--- src/design/lane_aligned_replica_merger_unit_defines.svh ---
// ----------------------------------------------------------------------------
// Lane-aligned replica merger assertion macros
// Shared property forms for the checks at the end of the top level.
// ----------------------------------------------------------------------------
`ifndef LANE_ALIGNED_REPLICA_MERGER_UNIT_DEFINES_SVH
`define LANE_ALIGNED_REPLICA_MERGER_UNIT_DEFINES_SVH

`define LRM_ASSERT_IMP(label, ante, cons, msg) \
  label: assert property (@(posedge clk_i) disable iff (!rst_ni) (ante) |-> (cons)) \
    else $error(msg);

`define LRM_ASSERT_NXT(label, ante, cons, msg) \
  label: assert property (@(posedge clk_i) disable iff (!rst_ni) (ante) |=> (cons)) \
    else $error(msg);

`endif

--- src/design/lrm_pkg.sv ---
// ----------------------------------------------------------------------------
// Lane-aligned replica merger package
// Field widths, register indexes, reset values, shared types and the ring index step.
// ----------------------------------------------------------------------------
package lrm_pkg;

  localparam int LANE_W     = 2;
  localparam int PKT_ID_W   = 16;
  localparam int PAINT_W    = 8;
  localparam int OUT_ID_W   = 16;
  localparam int DROP_W     = 32;
  localparam int CAP_W      = 5;
  localparam int IDX_W      = 5;
  localparam int MOD_W      = 6;
  localparam int CFG_IDX_W  = 2;
  localparam int CFG_DATA_W = 8;

  localparam logic [CFG_IDX_W-1:0] CFG_CAPACITY = 2'd0;
  localparam logic [CFG_IDX_W-1:0] CFG_SKIP     = 2'd1;

  localparam logic [CAP_W-1:0]   CAP_RESET  = 5'd31;
  localparam logic [PAINT_W-1:0] SKIP_RESET = 8'd10;

  typedef struct packed {
    logic [CAP_W-1:0]   capacity;
    logic [PAINT_W-1:0] skip_paint;
    logic               clear;
  } lrm_cfg_t;

  typedef struct packed {
    logic                out_valid;
    logic [OUT_ID_W-1:0] out_id;
    logic                accepted;
    logic [DROP_W-1:0]   drop_count;
    logic                last;
  } lrm_res_t;

  function automatic logic [IDX_W-1:0] next_index(input logic [IDX_W-1:0] idx,
                                                  input logic [MOD_W-1:0] modulus);
    logic [MOD_W-1:0] inc;
    inc = {1'b0, idx} + MOD_W'(1);
    return (inc == modulus) ? '0 : inc[IDX_W-1:0];
  endfunction

endpackage

--- src/design/lane_aligned_replica_merger_unit.sv ---
// ----------------------------------------------------------------------------
// Lane-aligned replica merger unit
// An arrival on a lane other than 0 passes S_ENQ and S_FINAL to its single result.
// An arrival on lane 0 also passes S_CHECK and runs dequeue rounds (S_RD per lane,
// S_RLAST, S_RDONE), paced by the single read port of the ring memory, one lane per cycle.
// Asynchronous low reset empties all rings and clears the drop counters.
// ----------------------------------------------------------------------------
`include "lane_aligned_replica_merger_unit_defines.svh"

module lane_aligned_replica_merger_unit #(
  parameter int LANES    = 4,
  parameter int SLOTS    = 32,
  parameter int ID_WIDTH = 16
) (
  input  logic                            clk_i,
  input  logic                            rst_ni,
  input  logic                            cfg_we_i,
  input  logic [lrm_pkg::CFG_IDX_W-1:0]   cfg_index_i,
  input  logic [lrm_pkg::CFG_DATA_W-1:0]  cfg_data_i,
  input  logic                            in_valid_i,
  output logic                            in_ready_o,
  input  logic [lrm_pkg::LANE_W-1:0]      lane_i,
  input  logic [lrm_pkg::PKT_ID_W-1:0]    packet_id_i,
  input  logic [lrm_pkg::PAINT_W-1:0]     paint_i,
  output logic                            res_valid_o,
  input  logic                            res_ready_i,
  output logic                            out_valid_o,
  output logic [lrm_pkg::OUT_ID_W-1:0]    out_id_o,
  output logic                            accepted_o,
  output logic [lrm_pkg::DROP_W-1:0]      drop_count_o,
  output logic                            last_o
);
  import lrm_pkg::*;

  localparam int LW     = (LANES > 1) ? $clog2(LANES) : 1;
  localparam int AW     = $clog2(SLOTS);
  localparam int DATA_W = ID_WIDTH + PAINT_W;

  logic [CAP_W-1:0]   cap_q;
  logic [PAINT_W-1:0] skip_q;
  lrm_cfg_t           cfg;
  lrm_res_t           res;
  lrm_res_t           res_q;
  logic               res_valid_q;
  logic               out_free;
  logic               emit;
  logic               mem_we;
  logic [LW+AW-1:0]   mem_waddr;
  logic [DATA_W-1:0]  mem_wdata;
  logic               mem_re;
  logic [LW+AW-1:0]   mem_raddr;
  logic [DATA_W-1:0]  mem_rdata;

  always_ff @(posedge clk_i or negedge rst_ni) begin
    if (!rst_ni) begin
      cap_q  <= CAP_RESET;
      skip_q <= SKIP_RESET;
    end else if (cfg_we_i) begin
      unique case (cfg_index_i)
        CFG_CAPACITY: cap_q  <= cfg_data_i[CAP_W-1:0];
        CFG_SKIP:     skip_q <= cfg_data_i[PAINT_W-1:0];
        default: ;
      endcase
    end
  end

  assign cfg.capacity   = cap_q;
  assign cfg.skip_paint = skip_q;
  assign cfg.clear      = cfg_we_i && (cfg_index_i == CFG_CAPACITY);

  assign out_free = !res_valid_q || res_ready_i;

  lrm_ctrl #(
    .LANES    (LANES),
    .SLOTS    (SLOTS),
    .ID_WIDTH (ID_WIDTH),
    .LW       (LW),
    .AW       (AW)
  ) u_ctrl (
    .clk_i       (clk_i),
    .rst_ni      (rst_ni),
    .cfg_i       (cfg),
    .in_valid_i  (in_valid_i),
    .in_ready_o  (in_ready_o),
    .lane_i      (lane_i),
    .packet_id_i (packet_id_i),
    .paint_i     (paint_i),
    .out_free_i  (out_free),
    .emit_o      (emit),
    .res_o       (res),
    .mem_we_o    (mem_we),
    .mem_waddr_o (mem_waddr),
    .mem_wdata_o (mem_wdata),
    .mem_re_o    (mem_re),
    .mem_raddr_o (mem_raddr),
    .mem_rdata_i (mem_rdata)
  );

  lrm_ring_mem #(
    .ADDR_W (LW + AW),
    .DATA_W (DATA_W)
  ) u_ring_mem (
    .clk_i   (clk_i),
    .we_i    (mem_we),
    .waddr_i (mem_waddr),
    .wdata_i (mem_wdata),
    .re_i    (mem_re),
    .raddr_i (mem_raddr),
    .rdata_o (mem_rdata)
  );

  always_ff @(posedge clk_i or negedge rst_ni) begin
    if (!rst_ni) begin
      res_valid_q <= 1'b0;
    end else if (emit) begin
      res_valid_q <= 1'b1;
    end else if (res_ready_i) begin
      res_valid_q <= 1'b0;
    end
  end

  always_ff @(posedge clk_i) begin
    if (emit) begin
      res_q <= res;
    end
  end

  assign res_valid_o  = res_valid_q;
  assign out_valid_o  = res_q.out_valid;
  assign out_id_o     = res_q.out_id;
  assign accepted_o   = res_q.accepted;
  assign drop_count_o = res_q.drop_count;
  assign last_o       = res_q.last;

  `LRM_ASSERT_NXT(a_busy_after_request, in_valid_i && in_ready_o, !in_ready_o, "request not held off")
  `LRM_ASSERT_IMP(a_empty_is_last, res_valid_o && !out_valid_o, last_o, "empty result not last")
  `LRM_ASSERT_IMP(a_empty_id_zero, res_valid_o && !out_valid_o, out_id_o == '0, "empty result has id")

endmodule

--- src/design/lrm_ring_mem.sv ---
// ----------------------------------------------------------------------------
// Ring descriptor memory
// One write port and one registered read port over all lanes' rings.
// ----------------------------------------------------------------------------
module lrm_ring_mem #(
  parameter int ADDR_W = 7,
  parameter int DATA_W = 24
) (
  input  logic              clk_i,
  input  logic              we_i,
  input  logic [ADDR_W-1:0] waddr_i,
  input  logic [DATA_W-1:0] wdata_i,
  input  logic              re_i,
  input  logic [ADDR_W-1:0] raddr_i,
  output logic [DATA_W-1:0] rdata_o
);

  logic [DATA_W-1:0] mem_q [2**ADDR_W];
  logic [DATA_W-1:0] rdata_q;

  always_ff @(posedge clk_i) begin
    if (we_i) begin
      mem_q[waddr_i] <= wdata_i;
    end
    if (re_i) begin
      rdata_q <= mem_q[raddr_i];
    end
  end

  assign rdata_o = rdata_q;

endmodule

--- src/design/lrm_ctrl.sv ---
// ----------------------------------------------------------------------------
// Merger sequencer
// Enqueues arrivals, keeps ring indices and drop counts, and runs the
// dequeue rounds against the ring memory one lane per cycle.
// ----------------------------------------------------------------------------
module lrm_ctrl #(
  parameter int LANES    = 4,
  parameter int SLOTS    = 32,
  parameter int ID_WIDTH = 16,
  parameter int LW       = 2,
  parameter int AW       = 5
) (
  input  logic                          clk_i,
  input  logic                          rst_ni,
  input  lrm_pkg::lrm_cfg_t             cfg_i,
  input  logic                          in_valid_i,
  output logic                          in_ready_o,
  input  logic [lrm_pkg::LANE_W-1:0]    lane_i,
  input  logic [lrm_pkg::PKT_ID_W-1:0]  packet_id_i,
  input  logic [lrm_pkg::PAINT_W-1:0]   paint_i,
  input  logic                          out_free_i,
  output logic                          emit_o,
  output lrm_pkg::lrm_res_t             res_o,
  output logic                          mem_we_o,
  output logic [LW+AW-1:0]              mem_waddr_o,
  output logic [ID_WIDTH+lrm_pkg::PAINT_W-1:0] mem_wdata_o,
  output logic                          mem_re_o,
  output logic [LW+AW-1:0]              mem_raddr_o,
  input  logic [ID_WIDTH+lrm_pkg::PAINT_W-1:0] mem_rdata_i
);
  import lrm_pkg::*;

  typedef enum logic [2:0] {
    S_IDLE, S_ENQ, S_CHECK, S_RD, S_RLAST, S_RDONE, S_FINAL
  } state_e;

  state_e               state_q;
  logic [LANE_W-1:0]    lane_q;
  logic [ID_WIDTH-1:0]  id_q;
  logic [PAINT_W-1:0]   paint_q;
  logic                 acc_q;
  logic [DROP_W-1:0]    drops_out_q;
  logic [LW-1:0]        k_q;
  logic                 rd_v_q;
  logic                 have_q;
  logic [ID_WIDTH-1:0]  fwd_q;
  logic                 pend_q;
  logic [ID_WIDTH-1:0]  pend_id_q;
  logic [IDX_W-1:0]     head_q [LANES];
  logic [IDX_W-1:0]     tail_q [LANES];
  logic [DROP_W-1:0]    drops_q [LANES];

  logic [8:0]           mod_wide;
  logic [8:0]           mod_lim;
  logic [MOD_W-1:0]     ring_mod;
  logic [LW-1:0]        lidx;
  logic [LW-1:0]        hsel;
  logic                 lane_ok;
  logic [IDX_W-1:0]     tail_sel;
  logic [IDX_W-1:0]     head_sel;
  logic [IDX_W-1:0]     tail_nx;
  logic                 full;
  logic [DROP_W-1:0]    drop_cur;
  logic [DROP_W-1:0]    drop_nx;
  logic                 all_ready;
  logic                 k_last;
  logic [PAINT_W-1:0]   rd_paint;
  logic [ID_WIDTH-1:0]  rd_id;

  assign mod_wide = 9'(cfg_i.capacity) + 9'd1;
  assign mod_lim  = (32'(mod_wide) > SLOTS) ? 9'(SLOTS) : mod_wide;
  assign ring_mod = mod_lim[MOD_W-1:0];

  assign lidx     = LW'(lane_q);
  assign lane_ok  = 32'(lane_q) < LANES;
  assign hsel     = (state_q == S_RD) ? k_q : lidx;
  assign tail_sel = tail_q[lidx];
  assign head_sel = head_q[hsel];
  assign tail_nx  = next_index(tail_sel, ring_mod);
  assign full     = (tail_nx == head_sel);
  assign drop_cur = drops_q[lidx];
  assign drop_nx  = (drop_cur == {DROP_W{1'b1}}) ? drop_cur : drop_cur + DROP_W'(1);
  assign k_last   = (32'(k_q) == LANES - 1);
  assign rd_paint = mem_rdata_i[ID_WIDTH +: PAINT_W];
  assign rd_id    = mem_rdata_i[ID_WIDTH-1:0];

  always_comb begin
    all_ready = 1'b1;
    for (int i = 0; i < LANES; i++) begin
      if (head_q[i] == tail_q[i]) begin
        all_ready = 1'b0;
      end
    end
  end

  assign in_ready_o  = (state_q == S_IDLE);
  assign mem_we_o    = (state_q == S_ENQ) && lane_ok && !full;
  assign mem_waddr_o = {lidx, AW'(tail_sel)};
  assign mem_wdata_o = {paint_q, id_q};
  assign mem_re_o    = (state_q == S_RD);
  assign mem_raddr_o = {k_q, AW'(head_sel)};

  assign emit_o = out_free_i &&
                  ((state_q == S_FINAL) || (state_q == S_RDONE && have_q && pend_q));

  always_comb begin
    res_o.out_valid  = pend_q;
    res_o.out_id     = pend_q ? OUT_ID_W'(pend_id_q) : '0;
    res_o.accepted   = acc_q;
    res_o.drop_count = drops_out_q;
    res_o.last       = (state_q == S_FINAL);
  end

  always_ff @(posedge clk_i) begin
    if (state_q == S_IDLE && in_valid_i) begin
      lane_q  <= lane_i;
      id_q    <= ID_WIDTH'(packet_id_i);
      paint_q <= paint_i;
    end
    if (rd_v_q && !have_q && rd_paint != cfg_i.skip_paint) begin
      fwd_q <= rd_id;
    end
    if (state_q == S_RDONE && have_q && (!pend_q || out_free_i)) begin
      pend_id_q <= fwd_q;
    end
  end

  always_ff @(posedge clk_i or negedge rst_ni) begin
    if (!rst_ni) begin
      state_q     <= S_IDLE;
      acc_q       <= 1'b0;
      drops_out_q <= '0;
      k_q         <= '0;
      rd_v_q      <= 1'b0;
      have_q      <= 1'b0;
      pend_q      <= 1'b0;
      for (int i = 0; i < LANES; i++) begin
        head_q[i]  <= '0;
        tail_q[i]  <= '0;
        drops_q[i] <= '0;
      end
    end else begin
      rd_v_q <= (state_q == S_RD);
      if (rd_v_q && !have_q && rd_paint != cfg_i.skip_paint) begin
        have_q <= 1'b1;
      end
      if (cfg_i.clear) begin
        for (int i = 0; i < LANES; i++) begin
          head_q[i] <= '0;
          tail_q[i] <= '0;
        end
      end
      unique case (state_q)
        S_IDLE: begin
          if (in_valid_i) begin
            state_q <= S_ENQ;
          end
        end
        S_ENQ: begin
          if (!lane_ok) begin
            acc_q       <= 1'b0;
            drops_out_q <= '0;
            state_q     <= S_FINAL;
          end else begin
            if (!full) begin
              tail_q[lidx] <= tail_nx;
              acc_q        <= 1'b1;
              drops_out_q  <= drop_cur;
            end else begin
              drops_q[lidx] <= drop_nx;
              acc_q         <= 1'b0;
              drops_out_q   <= drop_nx;
            end
            state_q <= (lane_q == '0) ? S_CHECK : S_FINAL;
          end
        end
        S_CHECK: begin
          if (all_ready) begin
            k_q     <= '0;
            have_q  <= 1'b0;
            state_q <= S_RD;
          end else begin
            state_q <= S_FINAL;
          end
        end
        S_RD: begin
          head_q[k_q] <= next_index(head_sel, ring_mod);
          if (k_last) begin
            state_q <= S_RLAST;
          end else begin
            k_q <= k_q + LW'(1);
          end
        end
        S_RLAST: begin
          state_q <= S_RDONE;
        end
        S_RDONE: begin
          if (!have_q) begin
            state_q <= S_CHECK;
          end else if (!pend_q || out_free_i) begin
            pend_q  <= 1'b1;
            state_q <= S_CHECK;
          end
        end
        S_FINAL: begin
          if (out_free_i) begin
            pend_q  <= 1'b0;
            state_q <= S_IDLE;
          end
        end
        default: begin
          state_q <= S_IDLE;
        end
      endcase
    end
  end

endmodule

--- config.mk ---
export PLATFORM = sky130hd
export DESIGN_NAME = lane_aligned_replica_merger_unit
export DESIGN_NICKNAME = d
export VERILOG_FILES = /design/src/design/lrm_pkg.sv /design/src/design/lane_aligned_replica_merger_unit.sv /design/src/design/lrm_ring_mem.sv /design/src/design/lrm_ctrl.sv
export VERILOG_INCLUDE_DIRS = /design/src /design/src/design
export SDC_FILE = /design/constraint.sdc
export NUM_CORES = 2
export LEC_CHECK = 0
export BUFFER_PORTS_ARGS = -buffer_cell sky130_fd_sc_hd__buf_2
export CORE_ASPECT_RATIO = 1.25
export CORE_MARGIN = 2
export CORE_UTILIZATION = 60
export CTS_CLUSTER_DIAMETER = 60
export DETAILED_ROUTE_END_ITERATION = 8
export HOLD_SLACK_MARGIN = 0.12
export PLACE_DENSITY = 0.75
export SLEW_MARGIN = 20
export SYNTH_ARGS = -nofsm -noshare
export SYNTH_HDL_FRONTEND = slang
export SYNTH_HIERARCHICAL = 1
export SYNTH_SLANG_ARGS = --single-unit
--- constraint.sdc ---
create_clock -name clk_i -period 8.6 [get_ports clk_i]
set_clock_uncertainty 0.1 [all_clocks]
set_input_delay 1.29 -clock clk_i [delete_from_list [all_inputs] [get_ports clk_i]]
set_output_delay 1.29 -clock clk_i [all_outputs]
set_load 0.03 [all_outputs]
### Word-level counts from Yosys, hierarchy flattened

Memory sizes are Yosys's and may differ from the RTL's. A register that Yosys moved wholly into a read port is not among the register bits.
Cells that the tools add are included.

* input port bits: 41
* memories kept: 1
* RAM bits: 3072
* word-level logic and storage cells: 158
* output and inout port bits: 53
* register bits: 332

* $lt $le $gt $ge: 6
* bitwise operators: 3
* mux-type cells: 56
* $add $sub $neg: 5
* reductions and logical operators: 30
* equality and inequality tests: 25

Memory list
* u_ring_mem.mem_q: depth 128, width 24, read ports 1, clocked after memory_dff 1, write ports 1, line lrm_ring_mem.sv:18 `logic [DATA_W-1:0] mem_q [2**ADDR_W];`

Operator list (count)
* $mux W32: 5
* $bwmux W128: 1
* $mux W20: 5
* $bmux W32 S2: 1
* $demux W32 S2: 1
* $bwmux W20: 2
* $mux W5: 8
* $add A32 B1 Y32 const B: 1
* $eq A32 B32 Y1 const B: 1
* $eq A5 B5 Y1: 5
* $mux W3: 7
* $pmux W3 S7: 1
* $bmux W5 S2: 2
* $demux W5 S2: 2
* $add A5 B1 Y6 const B: 3
* $mux W1: 15
* $eq A6 B6 Y1: 2
* $logic_and A1 B1 Y1: 11
* $eq A3 B3 Y1 const B: 3
* $ge A3 B3 Y1 const B: 3
* $gt A9 B6 Y1 const B: 1
* $not A2 Y3: 3
* $ne A2 B1 Y1 const B: 4
* $ne A8 B8 Y1: 1
* other kinds (20): 37

### Longest topological paths before layout

* depth after elaboration: 12
* mapped depth: 18
* gate-level depth less buffers: 15

### Modules after synthesis

Netlist, hierarchy kept.

By module, submodules not included
* lrm_ring_mem: times used 1, cells each 4538, area each 117621.6 µm²
* lrm_ctrl: times used 1, cells each 1127, area each 13122.6 µm²
* lane_aligned_replica_merger_unit: times used 1, cells each 82, area each 2079.5 µm²

### Worst setup path before layout

Ideal clock, no wire load.

* path kind: flip-flop to flip-flop
* start: reg u_ctrl.lane_q[0]
* end: mem u_ring_mem.mem_q[98][0], enable pin
* clock period less this slack: 6297 ps
* setup time: 435 ps
* cell stages (with the launch flop): 14
* slack: 2303 ps
* data required time: 8065 ps
* arrival: 5762 ps
* cell sequence: edfxtp_1 > buf_6 > mux4_2 > ha_1 > xnor2_2 > mux2_1 > a221o_1 > nor3_4 > mux2i_1 > nor3_2 > nor2_1 > clkbuf_1 > nand4_1 > nor3_1

* cells in the longest elaborated chain, start to end: 12

Ends and longest elaborated chain
* start: declaration: line lrm_ctrl.sv:38 `logic [LANE_W-1:0] lane_q;`
* start signal: assignment: line lrm_ctrl.sv:116 `lane_q <= lane_i;`
* $not A2 Y3 (implied by the code) (*): line lrm_ctrl.sv:77 `assign tail_sel = tail_q[lidx];`
* $bmux W5 S2 (*): line lrm_ctrl.sv:77
* $mux W5 (implied by the code) (*) (2 in series): line lrm_ctrl.sv:77
* named net mem_waddr[0]: line lane_aligned_replica_merger_unit.sv:48 `logic [LW+AW-1:0] mem_waddr;`
* $add A5 B1 Y6 (*): line lrm_pkg.sv:41 `inc = {1'b0, idx} + MOD_W'(1);`
* $eq A6 B6 Y1: line lrm_pkg.sv:42 `return (inc == modulus) ? '0 : inc[IDX_W-1:0];`
* $mux W5 (*): line lrm_pkg.sv:42
* $eq A5 B5 Y1 (*): line lrm_ctrl.sv:80 `assign full = (tail_nx == head_sel);`
* $logic_not A1 Y1 (*): line lrm_ctrl.sv:97 `assign mem_we_o = (state_q == S_ENQ) && lane_ok && !full;`
* $logic_and A1 B1 Y1 (*): line lrm_ctrl.sv:97
* named net mem_we: line lane_aligned_replica_merger_unit.sv:47 `logic mem_we;`
* $mux W1 (*): line lrm_ring_mem.sv:22 `if (we_i) begin`
* $mux W1 (implied by the code) (*): line lrm_ring_mem.sv:23 `mem_q[waddr_i] <= wdata_i;`
* end: declaration: line lrm_ring_mem.sv:18

Mark *: on every way through the listed nets, which the timed path passes. The rest lies on a longest branch. The select of a mux whose other input is x is not followed.

### Final worst setup path

* start: reg u_ctrl.lane_q[0]
* end: mem u_ring_mem.mem_q[8][20], enable pin

The elaborated chain is that of the path after synthesis.

==> summary.md <==
| Metric | Value |
|---|---|
| Relative max-transition margin | `0.212` |
| CTS tree | `done` |
| PostCTS Resize Cnt | `0` |
| DP Area | `138000 µm²` |
| Final setup viols | `0` |
| Total GRT Usage | `0.304` |
| Post-synth EDFFs | `3205` |
| Setup crit end kind | `flip-flop` |
| Post-DP HPWL | `172 mm` |
| Worst min path class | `input pin to asynchronous set/reset pin` |
| Row cnt | `193` |
| Post CTS Setup Buffer Count | `0` |
| Synthesized area | `133000 µm²` |
| Minimum clock period | `6.78 ns` |
| Routed wire per std cell | `36.5 µm` |
| Core box area | `221000 µm²` |
| Max Fclk | `147 MHz` |
| CTS Sinks | `3428` |
| Die Wd | `425 µm` |
| Remaining antenna violation count after routing | `0` |
| Setup_tns | `0 ns` |
| Synth unique cells | `60` |
| Cts hold-fix bufs | `0` |
| Final instance area | `148000 µm²` |
| Most frequent cells in the layout | `edfxtp_1, mux4_2, clkbuf_16, buf_4, dfrtp_1` |
| Post-synthesis sequential area ratio | `0.767` |
| Commonest non-fill, non-tap cell in the layout | `edfxtp_1` |
| Crit path launch type | `flip-flop` |
| Clock Path Buffers | `4` |
| Starting Density | `0.602` |
| Crit path max fanout | `30` |
| Hold violation count in the final report | `0` |
| CTS clk-pin slew, worst paths | `0.06 ns` |
| CP required | `9.00 ns` |
| Die height | `530 µm` |
| Crit path DAT | `7.18 ns` |
| Pre-antenna DRT Iters | `6` |
| Max-cap violations | `0` |
| CTS root buf | `clkbuf_16` |
| Fin nets | `6136` |
| Io pins | `94` |
| Routed WL | `338 mm` |
| #FFs+latches synth | `3428` |
| Leak | `0.0460 µW` |
| Hold slack | `0.286 ns` |
| Max Slew Vio Count | `0` |
| DRT iter0 DRCs | `9798` |
| Unrepaired setup endpoints after global routing | `no` |
| Routed via count | `63900` |
| Die area | `225000 µm²` |
| Synth warn | `6` |
| CTS buffer count | `322` |
| Placer Congestion | `0.886` |
| Initial antenna violation count | `31` |
| DRC Markers | `0` |
| Vias in the first global route | `65600` |
| Area delta synth->final | `11.6%` |
| Synth Net Count | `5796` |
| Avg Cell Area, Syn | `23.1 µm²` |
| Grt total ovfl | `0` |
| Worst-Skew Late Latency | `0.87 ns` |
| Pwr dens | `281 nW/µm²` |
| Period utilization | `0.788` |
| WS Path Type | `flip-flop to flip-flop` |
| FFs w/ async S/R, synth | `0.0651` |
| Layout cells sized above 1 | `0.329` |
| Peak supply drop | `0.266 mV` |
| Synthesized instance count | `5747` |
| Fillers | `13100` |
| Worst-Margin Slew | `1.18 ns` |
| H-tree depth | `5` |
| Global-route wire length before repair | `481 mm` |
| Port bufs | `93` |
| Number of vias per cell | `6.89` |
| Status | `complete, no violations` |
| Top_reg_cell synth | `edfxtp_1` |
| Largest net degree at the start of global routing | `151` |
[critical path: stages, from the launching register on]
cell      delay (ns)
edfxtp_1        0.40
buf_4           0.48
mux4_2          0.77
ha_1            0.32
xnor2_2         0.35
mux2_1          0.36
a221o_1         0.41
nor3_4          0.45
mux2i_4         0.33
nor3_2          0.14
nor2_1          0.18
buf_4           0.23
nor2b_1         0.30
nand2_1         0.56
buf_4           0.37
nor2_2          0.19
buf_4           0.41
[Yosys cell counts, drive strengths merged (8+ instances only)]
cell type | instances | area [µm²]
nor4 | 8 | 93.8
inv | 8 | 30.0
nor3 | 35 | 191
clkbuf | 188 | 706
mux2i | 13 | 134
a32o | 20 | 200
mux2 | 89 | 1000
and4 | 11 | 96.3
dfrtp | 216 | 5410
mux4 | 1049 | 23600
edfxtp | 3205 | 96200
o21ai | 119 | 596
nor2 | 174 | 653
xor2 | 32 | 280
buf | 124 | 637
ha | 8 | 100
and2 | 35 | 219
nand2 | 156 | 586
nand3 | 33 | 165
a21oi | 34 | 170
xnor2 | 75 | 664
nor2b | 28 | 175
nand4 | 21 | 138
nand2b | 11 | 68.8
[routing by layer]
metal / GRT usage / wire length [µm] / up-vias / part of all wire
li1: - / - / 24900 / -
met1: 0.406 / 116000 / 33600 / 0.34
met2: 0.494 / 168000 / 4400 / 0.50
met3: 0.0655 / 37900 / 890 / 0.11
met4: 0.126 / 16200 / 18 / 0.048
met5: 0 / 115 / - / 0.00034
[area by class of cell]
| cell class | instances | area, µm² | area share |
|---|---|---|---|
| Antenna cell | 7 | 17.5 | 0.000118 |
| Clock buffer | 390 | 8540 | 0.0576 |
| Clock inverter | 182 | 1700 | 0.0115 |
| Inverter | 8 | 37.5 | 0.000253 |
| Multi-Input combinational cell | 1999 | 30000 | 0.203 |
| Sequential cell | 3428 | 102000 | 0.687 |
| Tap cell | 2925 | 3660 | 0.0247 |
| Timing Repair Buffer | 328 | 2430 | 0.0164 |
[path summary, 6_finish.rpt]
path	start	end	slack, ns	cells after the start
worst min-delay path	rst_ni	u_ctrl/drops_q[22]	0.29	1
worst max-delay path	u_ctrl/lane_q[0]	u_ring_mem/mem_q[8][20]	1.82	16
min in group clk_i	u_ctrl/fwd_q[14]	u_ctrl/pend_id_q[14]	0.32	0
worst min register to register	u_ctrl/fwd_q[14]	u_ctrl/pend_id_q[14]	0.32	0
max in group asynchronous	rst_ni	u_ctrl/k_q[1]	6.70	2
worst max register to register	u_ctrl/lane_q[0]	u_ring_mem/mem_q[8][20]	1.82	16
[registers in the layout (all words and copies together) (netlist names), 20 cells and up]
name                count
u_ring_mem/mem_q     3072
u_ctrl/tail_q          20
u_ring_mem/rdata_o     24
drop_count_o           32
u_ctrl/drops_out_q     32
u_ctrl/head_q          20
u_ctrl/drops_q        128
[power breakdown]
group,switching [µW],total [µW],internal (µW)
registers,273,19400,19100
clock network,6090,14000,7960
logic,4650,8240,3590
total,11000,41700,30700
[stage by stage]
step           worst slack, ns  power [µW]  instances   util
2_1_floorplan             2.30       25400       5747      -
3_3_place_gp              2.16       27700       8687  0.625
3_5_place_dp              2.03       27900       8687  0.625
4_1_cts                   1.96       41800       9259  0.671
5_1_grt                   1.65       42800       9264  0.672
6_report                  1.82       41700       9267  0.672
[kinds of logic after synthesis]
family / synth area share
AOI/OAI and AO/OA: 0.00872
xor gates and xnor gates: 0.00747
adders and majority gates: 0.000754
buffers and inverters: 0.0103
DFF: 0.767
muxes: 0.186
and+or+nand+nor: 0.0196
Note: power is estimated with default switching activity, not from simulation.
